### src/hw/rtl/lzc_pkg.sv
// ----------------------------------------------------------------------------
// lzc_pkg
// Shared types and constants for the greedy LZ77 compressor.
// ----------------------------------------------------------------------------
package lzc_pkg;

    // cells per group, and bits of an index within a group
    localparam int GRP_SIZE = 32;
    localparam int GRP_W    = 5;

    // width of the run and fill counts seen by the cells (covers the
    // largest window and the largest run cap)
    localparam int CNT_W = 16;

    typedef enum logic [1:0] {
        ST_IDLE,
        ST_GROUP,
        ST_SCAN,
        ST_OUT
    } state_t;

    // broadcast from the controller to every cell
    typedef struct packed {
        logic             cmp_en;
        logic             clear;
        logic [7:0]       data_byte;
        logic [CNT_W-1:0] run_len;
        logic [CNT_W-1:0] fill_cnt;
    } cell_ctrl_t;

endpackage

### src/hw/rtl/lzc_prio.sv
// ----------------------------------------------------------------------------
// lzc_prio
// Priority encoder over one group: flags any set bit and the highest index.
// ----------------------------------------------------------------------------
module lzc_prio import lzc_pkg::*; (
    input  logic [GRP_SIZE-1:0] bits,
    output logic                found,
    output logic [GRP_W-1:0]    idx
);

    always_comb begin
        found = 1'b0;
        idx   = '0;
        for (int i = 0; i < GRP_SIZE; i++) begin
            if (bits[i]) begin
                found = 1'b1;
                idx   = GRP_W'(i);
            end
        end
    end

endmodule
### config.mk
export PLATFORM = sky130hd
export DESIGN_NAME = lzc_prio
export DESIGN_NICKNAME = d
export VERILOG_FILES = /design/src/hw/rtl/lzc_pkg.sv /design/src/hw/rtl/lzc_prio.sv
export SDC_FILE = /design/constraint.sdc
export NUM_CORES = 1
export LEC_CHECK = 0
export ABC_CLOCK_PERIOD_IN_PS = 3200
export BUFFER_PORTS_ARGS = -buffer_cell sky130_fd_sc_hd__buf_2
export CORE_AREA = 4 4 41 43
export DETAILED_ROUTE_END_ITERATION = 16
export DIE_AREA = 0 0 45 47
export GPL_TIMING_DRIVEN = 0
export SYNTH_ARGS = -nofsm -noshare
export SYNTH_HDL_FRONTEND = slang
export SYNTH_SLANG_ARGS = --single-unit
### constraint.sdc
create_clock -name vclk -period 3.2
set_input_delay 0.32 -clock vclk [all_inputs]
set_output_delay 0.32 -clock vclk [all_outputs]
set_load 0.01 [all_outputs]
==> impl_metrics.json <==
{
  "grt_pass1_wl_um": 2130,
  "die_h_um": 47,
  "cts_resized": 0,
  "hold_viol_final": 0,
  "status": "complete, no violations",
  "p_comb_share_pct": 100.0,
  "hold_path.startpoint": "bits[22]",
  "vdd_drop_max_v": 0.0000336,
  "fin_nets": 134,
  "finalWorstSetupSlack_ps": 1130,
  "ant_nets": 0,
  "min_period_ps": 2070,
  "cp_max_fo": 4,
  "drcViolationCount": 0,
  "n_clock_buffer": 0,
  "endpoint": "found",
  "crit_path_start_kind": "primary input",
  "drtPass1Iterations": 4,
  "design_area_um2": 567,
  "synth.net_count": 94,
  "synth_area_leaders": "nor2_1 15%, nor4_2 10%, a21oi_1 8.4%",
  "routed_wl_um": 1320,
  "synth.most_common_cell": "nor2_1",
  "max_freq_mhz": 483,
  "crit_type": "primary input to output pin",
  "place_congestion": 0.848,
  "area_delta_synth_final_pct": 58.4,
  "dp_cells": 115,
  "grt_util_all_layers_pct": 12.5,
  "seq_cells": 0,
  "slew_violations": 0,
  "dieWidth_um": 45,
  "via_count": 608,
  "final-seq-area_um2": 0,
  "power.internal_uw": 26.1,
  "setup_tns_ps": 0,
  "hold_class": "primary input to output pin",
  "viasPerCell": 5.29,
  "hpwl_um": 1200,
  "drive_gt1_share_pct": 42.0,
  "synthTopCellsByCount": "14 x nor2_1, 6 x a21oi_1, 6 x inv_1",
  "p_leak_nw": 0.253,
  "p_sw_uw": 29.4,
  "io_pins": 38,
  "antenna_cells": 0,
  "grt_overflow": 0,
  "rows": 13,
  "grt_pass1_vias": 572,
  "drt-wirelength-per-cell_um": 11.5,
  "post-place-ws_ps": 1140,
  "post_cts_buffers": 0,
  "slew-limit-headroom_pct": 73.3,
  "power_frac_clock_pct": 0,
  "tightest_slew_ps": 397,
  "synth_top_area_share_pct": 14.7,
  "swShare_pct": 53.0,
  "finalCritPeriodShare_pct": 64.7,
  "die-area_um2": 2120,
  "crit_start": "bits[24]",
  "grt_max_degree": 6,
  "ys_types": 24,
  "first_iter_violations": 12,
  "postSynthAreaPerCell_um2": 5.77,
  "synth_warnings": 0,
  "synth.cell_area_um2": 358,
  "fillers": 150,
  "placed_area_um2": 567,
  "ctsHoldBuffers": 0,
  "rsz0062_at_grt": "no",
  "setup_violations": 0,
  "syn_inst": 62,
  "required_ps": 2880,
  "core-area_um2": 1300,
  "seq_power_share_pct": 0,
  "p_per_area_nw_per_um2": 98.0,
  "portBuffers": 38,
  "yosysSeqAreaShare_pct": 0,
  "holdWs_ps": 985,
  "start_util_pct": 27.5,
  "antenna_found_initial": 0,
  "critPathCaptureType": "output pin",
  "synth_area_leader_cell": "nor2_1",
  "cap_violations": 0,
  "final-instance-count-excl-fill": 115,
  "cp.arrival_ps": 1750
}
-- worst max-delay path, stage by stage --
cell and delay [ps]:
buf_2 120, nor4_2 360, and3_1 240, nand3_2 70, or4_1 490, buf_2 160
-- through the flow --
step                      power, mW  utilization [%]
final                        0.0556             43.6
after global routing         0.0629             43.6
after detailed placement     0.0554             43.6
after floorplan              0.0199                -
after CTS                    0.0556             43.6
after global placement       0.0547             43.6
-- cell usage in the layout, fill, tap and decap left out, types with 2 or more instances in the layout --
cell and instances:
inv_1 6, nor4_1 3, a21oi_1 6, nor2_1 14, or4_1 3, nor4_2 3, o21ai_1 2, a221o_1 2
nand2_1 3, o21ai_0 2, buf_2 38, nor3_1 5
-- routing by layer --
layer | wire (um) | global-route usage (%)
met1 | 550 | 15.5
met3 | 67 | 0.383
met5 | 0 | 0
met4 | 10 | 1.17
met2 | 690 | 24.6
-- final cells by class --
| type | instances | area (um2) | area share [%] |
|---|---|---|---|
| inverters | 6 | 22.5 | 3.97 |
| repair buffers | 38 | 190 | 33.6 |
| multi-input cells | 56 | 335 | 59.2 |
| well taps | 15 | 18.8 | 3.31 |
-- cells by family after synthesis --
family          synth area share [%]
buf+inv                         6.29
compound gates                  37.4
simple gates                    56.3
-- worst min-delay path by stage --
stage | to | slack (ps) | depth (start not counted)
6_report | idx[4] | 980 | 4
3_3_place_gp | idx[2] | 970 | 4
4_1_cts | idx[2] | 990 | 4
5_1_grt | idx[2] | 1010 | 4
2_1_floorplan | idx[4] | 750 | 2
3_5_place_dp | idx[2] | 980 | 4
-- power groups by stage --
| stage | Clock, mW | Combinational, mW | Sequential (mW) |
|---|---|---|---|
| 2_1_floorplan | 0 | 0.0199 | 0 |
| 3_3_place_gp | 0 | 0.0547 | 0 |
| 3_5_place_dp | 0 | 0.0554 | 0 |
| 4_1_cts | 0 | 0.0556 | 0 |
| 5_1_grt | 0 | 0.0629 | 0 |
| 6_report | 0 | 0.0556 | 0 |
Power figures use the tool's default switching activity.
