===== src/hw/rtl/lzc_pkg.sv =====
// ----------------------------------------------------------------------------
// lzc_pkg
// Shared types and constants for the greedy LZ77 compressor.
// ----------------------------------------------------------------------------
package lzc_pkg;

    // cells per group, and bits of an index within a group
    localparam int GRP_SIZE = 32;
    localparam int GRP_W    = 5;

    // width of the run and fill counts seen by the cells (covers the
    // largest window and the largest run cap)
    localparam int CNT_W = 16;

    typedef enum logic [1:0] {
        ST_IDLE,
        ST_GROUP,
        ST_SCAN,
        ST_OUT
    } state_t;

    // broadcast from the controller to every cell
    typedef struct packed {
        logic             cmp_en;
        logic             clear;
        logic [7:0]       data_byte;
        logic [CNT_W-1:0] run_len;
        logic [CNT_W-1:0] fill_cnt;
    } cell_ctrl_t;

endpackage


===== src/hw/rtl/lzc_cell.sv =====
// ----------------------------------------------------------------------------
// lzc_cell
// One history position: holds a byte and its still-matching flag, and hands
// the byte to the next cell on every compare.
// ----------------------------------------------------------------------------
module lzc_cell import lzc_pkg::*; #(
    parameter int D = 1
) (
    input  logic       aclk,
    input  logic       aresetn,
    input  cell_ctrl_t ctrl,
    input  logic [7:0] hist_in,
    output logic [7:0] hist_out,
    output logic       alive_out
);

    localparam logic [CNT_W-1:0] DIST = CNT_W'(D);

    logic [7:0] hist_reg;
    logic       alive_reg;
    logic       alive_next;
    logic       was_alive;
    logic       now_alive;

    always_comb begin
        // at the start of a token every filled position is a candidate
        was_alive  = (ctrl.run_len == '0) ? (DIST <= ctrl.fill_cnt) : alive_reg;
        // the source must end before the token start
        now_alive  = was_alive && (ctrl.run_len < DIST) && (hist_reg == ctrl.data_byte);
        alive_next = alive_reg;
        if (ctrl.clear) begin
            alive_next = 1'b0;
        end else if (ctrl.cmp_en) begin
            alive_next = now_alive;
        end
    end

    always_ff @(posedge aclk) begin
        if (!aresetn) begin
            alive_reg <= 1'b0;
        end else begin
            alive_reg <= alive_next;
        end
    end

    always_ff @(posedge aclk) begin
        if (ctrl.cmp_en) begin
            hist_reg <= hist_in;
        end
    end

    assign hist_out  = hist_reg;
    assign alive_out = alive_reg;

endmodule


===== config.mk =====
export PLATFORM = sky130hd
export DESIGN_NAME = lzc_cell
export DESIGN_NICKNAME = d
export VERILOG_FILES = /design/src/hw/rtl/lzc_pkg.sv /design/src/hw/rtl/lzc_cell.sv
export SDC_FILE = /design/constraint.sdc
export NUM_CORES = 1
export LEC_CHECK = 0
export BUFFER_PORTS_ARGS = -buffer_cell sky130_fd_sc_hd__buf_2
export CORE_MARGIN = 10
export CORE_UTILIZATION = 30
export CTS_BUF_LIST = sky130_fd_sc_hd__clkbuf_4 sky130_fd_sc_hd__clkbuf_8
export DETAILED_ROUTE_END_ITERATION = 10
export GPL_TIMING_DRIVEN = 0
export PLACE_DENSITY = 0.88
export SYNTH_ARGS = -nofsm -noshare
export SYNTH_HDL_FRONTEND = slang
export SYNTH_SLANG_ARGS = --single-unit

===== constraint.sdc =====
create_clock -name aclk -period 1.15 [get_ports aclk]
set_input_delay 0.115 -clock aclk [delete_from_list [all_inputs] [get_ports aclk]]
set_output_delay 0.115 -clock aclk [all_outputs]
set_load 0.005 [all_outputs]

==> results.yml, run 1 <==
die:
  die-width_um: 59.0
  pin_count: 61
  core_region_area_mm2: 0.00147
  start_util_pct: 31.0
  dieArea_mm2: 0.00348
  die_y_um: 59.0
  fp-row-count: 14
logic_synthesis:
  synth_top_area_share_pct: 52.6
  synth_edf_count: 8
  synthTopCellsByArea: "edfxtp_1, xor2_1, nor4_1, nor4_4, dfxtp_1"
  synth_ff_type: "edfxtp_1"
  async_reset_ff_share_pct: 0
  syn_area_um2: 457
  avgSynthCellArea_um2: 13.4
  ys_ff_latch: 9
  synth_cell_types: 13
  yosysTopAreaCell: "edfxtp_1"
  synth_common_cells: "edfxtp_1, xor2_1, nor4_1"
  syn_nets: 86
  netlist_instances: 34
  ys_seq_area_share_pct: 57.0
  ys_warn_count: 0
cells_and_area:
  drive_gt1_share_pct: 66.3
  nets: 151
  antenna_cells: 0
  final_cells: 114
  fillers: 132
  utilization_pct: 54.8
  syn_to_final_growth_pct: 76.7
pwr:
  leakage_nw: 0.396
  ir_drop_uv: 508
  p_per_area_mw_per_mm2: 1010
drt:
  wire_per_inst_um: 16.5
  postRouteAntennaNets: 0
  vias: 557
  drt-total-wl_mm: 1.88
  drt_first_pass_iters: 4
  drt_iter0_drc: 8
  avgViaCountPerCell: 4.89
  drc_errors: 0
sta:
  timing.fmax_ghz: 0.833
  layout_setup_ws_ns: -0.0507
  slew_violations: 0
  worstMarginPinSlew_ns: 0.299
  slew_headroom_pct: 79.9
  finClkSkew_ns: 0.00359
  holdWs_ns: 0.0324
  period_share_pct: 104
  min_period_ns: 1.20
  setup_viol: 1
  hold_viol: 0
  rsz0062_at_grt: "yes"
placed_design:
  gp_congestion: 0.729
  dpl.cell_count: 110
  io_buffers: 60
setup_path:
  critPathRequiredTime_ns: 1.33
  cp_cell_sequence: "xor2_1, nor4_1, nand3_1, o21ai_1"
  endpoint_kind: "flip-flop"
  path_max_fanout: 2
  arrival_ns: 1.39
  cp_slowest_stage_delay_ns: 0.40
  slowest_stage: "edfxtp_1"
  crit_type: "flip-flop to flip-flop"
  critPathLaunchType: "flip-flop"
global_route:
  grt.total_usage_pct: 9.91
  grt_pass1_vias: 598
  grt_overflow: 0
  grt_pass1_wl_mm: 2.59
  antenna_found_initial: 0
  grt_max_degree: 11
cts:
  clk_pin_slew_ns: 0.06
  post_cts_buffers: 0
  clk_latency_ns: 0.25
  postCtsResizedCells: 0
  cts.path.max_buffers: 2
  cts_made_buffers: 3
  cts_max_level: 1
  cts_root_buf: "clkbuf_4"
  clock-sinks: 9
  cts_tree: "built"
hold_path:
  worstHoldPathType: "input pin to flip-flop"
flow_run:
  maxCapViolCount: 0
outcome:
  outcome: "complete, but fails checks"
  violations: "setup timing"
-- final timing paths --
check              start  slack (ns)  cells after the start          end
min           hist_in[7]        0.03                      1  hist_out[7]
max reg2reg  hist_out[7]       -0.05                      4    alive_out
max          hist_out[7]       -0.05                      4    alive_out
min reg2reg    alive_out        0.56                      2    alive_out
-- kinds of logic (layout without fill, tap and decap cells) --
group                  after synthesis  in the layout  synth area share [%]
flip-flops                           9              9                  57.0
buffers and inverters                0             64                     0
AO/OA/AOI/OAI                        1              1                  1.09
XOR/XNOR                             8              8                  15.3
AND/OR/NAND/NOR                     16             16                  26.6
-- sequential cells by signal, indices dropped and copies added, names as in the netlist --
| name | cells |
|---|---|
| alive_out | 1 |
| hist_out | 8 |
-- power breakdown --
part           switching (mW)  total [mW]  internal, mW
sequential             0.0150       0.398         0.383
combinational          0.0646       0.161        0.0965
clock                   0.102       0.259         0.157
-- metal layers --
| metal | vias to the layer above | share of wire (%) | track usage [%] | wire, um |
|---|---|---|---|---|
| li1 | 267 | - | - | - |
| met1 | 257 | 30 | 7.04 | 561 |
| met2 | 33 | 56 | 19.1 | 1050 |
| met3 | 0 | 14 | 6.44 | 267 |
| met4 | 0 | 0 | 4.92 | 0 |
| met5 | - | 0 | 0 | 0 |
-- critical path, delay by kind of cell, from the launching register on --
kind / cells / cell delay [ns]
and+or+nand+nor: 2 / 0.45
AOI/OAI and AO/OA: 1 / 0.13
xor gates and xnor gates: 1 / 0.15
DFF: 1 / 0.40
-- repair_timing --
| action | CTS | global route |
|---|---|---|
| hold endpoints to repair | 0 | 0 |
| setup endpoints to repair | 1 | 1 |
| hold buffers | 0 | 0 |
| pin swaps | 0 | 0 |
-- per-stage QoR --
stage / power [mW] / setup WS (ns) / instance area, um2 / setup TNS (ns)
finish: 0.818 / -0.0507 / 807 / -0.0507
global placement: 0.558 / -0.0580 / 777 / -0.0580
detailed placement: 0.569 / -0.0505 / 777 / -0.0505
CTS: 0.828 / -0.0800 / 807 / -0.0800
floorplan: 0.442 / 0.0838 / 457 / 0
global route: 0.863 / -0.107 / 807 / -0.107
-- cells in the final DEF, fill, tap and decap left out, drive strengths merged, types with 2 or more instances in the layout --
cell	count
edfxtp	8
buf	60
nor4	8
nand4	2
xor2	8
clkbuf	4
-- area by class of cell --
| cell class | count | area (um2) | area share (%) |
|---|---|---|---|
| repair buffers | 60 | 300 | 37.2 |
| multi-input cells | 25 | 196 | 24.3 |
| clock buffers | 4 | 30.0 | 3.72 |
| well taps | 16 | 20.0 | 2.48 |
| flip-flops and latches | 9 | 260 | 32.2 |
(Power assumes the default switching activity.)
==> run 2: changes to the inputs <==
--- a/config.mk
+++ b/config.mk
@@ -7,11 +7,11 @@
 export LEC_CHECK = 0
 export BUFFER_PORTS_ARGS = -buffer_cell sky130_fd_sc_hd__buf_2
 export CORE_MARGIN = 10
-export CORE_UTILIZATION = 30
+export CORE_UTILIZATION = 31
 export CTS_BUF_LIST = sky130_fd_sc_hd__clkbuf_4 sky130_fd_sc_hd__clkbuf_8
 export DETAILED_ROUTE_END_ITERATION = 10
 export GPL_TIMING_DRIVEN = 0
-export PLACE_DENSITY = 0.88
+export PLACE_DENSITY = 0.9
 export SYNTH_ARGS = -nofsm -noshare
 export SYNTH_HDL_FRONTEND = slang
 export SYNTH_SLANG_ARGS = --single-unit
==> results.yml, run 2 (synthesis gave the netlist of run 1 again) <==
outcome:
  outcome: "complete, but fails checks"
  violations: "setup timing"
cts:
  clock-sinks: 9
  cts_max_level: 1
  cts_tree: "built"
  cts_root_buf: "clkbuf_4"
  clk_latency_ns: 0.25
  cts.path.max_buffers: 2
  clk_pin_slew_ns: 0.05
  cts_made_buffers: 3
  post_cts_buffers: 0
  holdBufCountCts: 0
drt:
  avgViaCountPerCell: 4.81
  drt-total-wl_mm: 1.86
  postRouteAntennaNets: 0
  drt_first_pass_iters: 3
  wire_per_inst_um: 16.4
  drc_errors: 0
  vias: 543
  drt_iter0_drc: 3
pwr:
  p_per_area_mw_per_mm2: 1000
  p_clk_share_pct: 31.1
  seqPwrFrac_pct: 48.6
  power.share.switching_pct: 21.9
  combPwrFrac_pct: 20.2
  ir_drop_uv: 579
  leakage_nw: 0.397
  p_int_uw: 636
  p_switching_uw: 178
sta:
  setup_viol: 1
  min_period_ns: 1.16
  rsz0062_at_grt: "yes"
  worstMarginPinSlew_ns: 0.321
  slew_violations: 0
  finClkSkew_ns: 0.000702
  hold_viol: 0
  layout_setup_ws_ns: -0.00645
  period_share_pct: 101
  timing.fmax_ghz: 0.865
  slew_headroom_pct: 78.4
global_route:
  grt_pass1_vias: 645
  antenna_found_initial: 0
  grt_max_degree: 11
  grt.total_usage_pct: 10.6
  grt_overflow: 0
  grt_pass1_wl_mm: 2.82
placed_design:
  place_area_um2: 776
  gp_congestion: 0.768
  pre_cts_slack_ns: -0.0757
  io_buffers: 60
  dpl.cell_count: 109
cells_and_area:
  ff_latch_area_um2: 260
  antenna_cells: 0
  final_cells: 113
  layout_common_cells: "buf_2, xor2_1, edfxtp_1, nor4_1, clkbuf_4"
  largest_reg_flops: 8
  drive_gt1_share_pct: 67.3
  fillers: 129
  syn_to_final_growth_pct: 77.8
  layout_commonest_cell: "buf_2"
  nets: 151
  multi_input_area_um2: 203
  fin_area_um2: 812
setup_path:
  cp_slowest_stage_delay_ns: 0.40
  crit_path_start: "hist_out[3]"
  critPathLaunchType: "flip-flop"
  crit_buf_inv: 0
  r2r_start: "hist_out[3]"
  arrival_ns: 1.35
  critPathRequiredTime_ns: 1.34
  endpoint_kind: "flip-flop"
  slowest_stage: "edfxtp_1"
  path_max_fanout: 2
  cp_top_family: "simple AND/OR/NAND/NOR gates"
  crit_type: "flip-flop to flip-flop"
  cp_cell_sequence: "xor2_1, nor4_2, nand3_1, o21ai_1"
hold_path:
  worstHoldPathType: "input pin to flip-flop"
  hp-start: "hist_in[5]"
die:
  fp-row-count: 13
  die_y_um: 58.4
  die-width_um: 58.4
  pin_count: 61
  start_util_pct: 33.8
  dieArea_mm2: 0.00341
  core_region_area_mm2: 0.00135
flow_run:
  maxCapViolCount: 0
## run 2: power groups by stage
stage / Combinational, mW / Clock [mW] / Sequential (mW)
6_report: 0.165 / 0.254 / 0.396
5_1_grt: 0.183 / 0.291 / 0.399
4_1_cts: 0.168 / 0.264 / 0.397
3_5_place_dp: 0.164 / 0 / 0.403
3_3_place_gp: 0.156 / 0 / 0.402
2_1_floorplan: 0.0355 / 0 / 0.406
## run 2: area by class of cell
class / instances / share of cell area (%)
Tap cell: 15 / 2.31
Timing Repair Buffer: 60 / 37.0
Sequential cell: 9 / 32.0
Multi-Input combinational cell: 25 / 25.0
Clock buffer: 4 / 3.70
## run 2: final timing paths
kind | endpoint | cells past startpoint | slack, ns
setup / recovery | alive_out | 4 | -0.006
hold reg to reg | alive_out | 2 | 0.57
setup reg to reg | alive_out | 4 | -0.006
hold / removal | hist_out[5] | 1 | 0.03
## run 2: worst register-to-register path: cells and delay by family, from the launching register on
| family | cells | cell delay (ns) |
|---|---|---|
| AND/OR/NAND/NOR | 2 | 0.41 |
| flip-flops | 1 | 0.40 |
| XOR/XNOR | 1 | 0.17 |
| AO/OA/AOI/OAI | 1 | 0.12 |
## run 2: routing by layer
| metal | share of wire, % | vias up | global-route usage (%) |
|---|---|---|---|
| met5 | 0 | - | 0 |
| met4 | 1.3 | 0 | 4.03 |
| met3 | 18 | 4 | 8.15 |
| met2 | 52 | 44 | 19.7 |
| met1 | 29 | 228 | 7.85 |
| li1 | - | 267 | - |
## run 2: stage by stage
| step | TNS (ns) | utilization (%) | hold slack (ns) | power, mW |
|---|---|---|---|---|
| final | -0.00645 | 60.1 | 0.0325 | 0.815 |
| after global routing | -0.0636 | 60.1 | 0.0136 | 0.873 |
| after CTS | -0.0345 | 60.1 | 0.0247 | 0.829 |
| after detailed placement | -0.0757 | 57.5 | 0.293 | 0.567 |
| after global placement | -0.0333 | 57.5 | 0.293 | 0.558 |
| after floorplan | 0 | - | 0.214 | 0.442 |
## run 2: timing repair
action | CTS | global route
setup endpoints to repair | 1 | 1
pin swaps | 0 | 1
resized for setup | 1 | 0
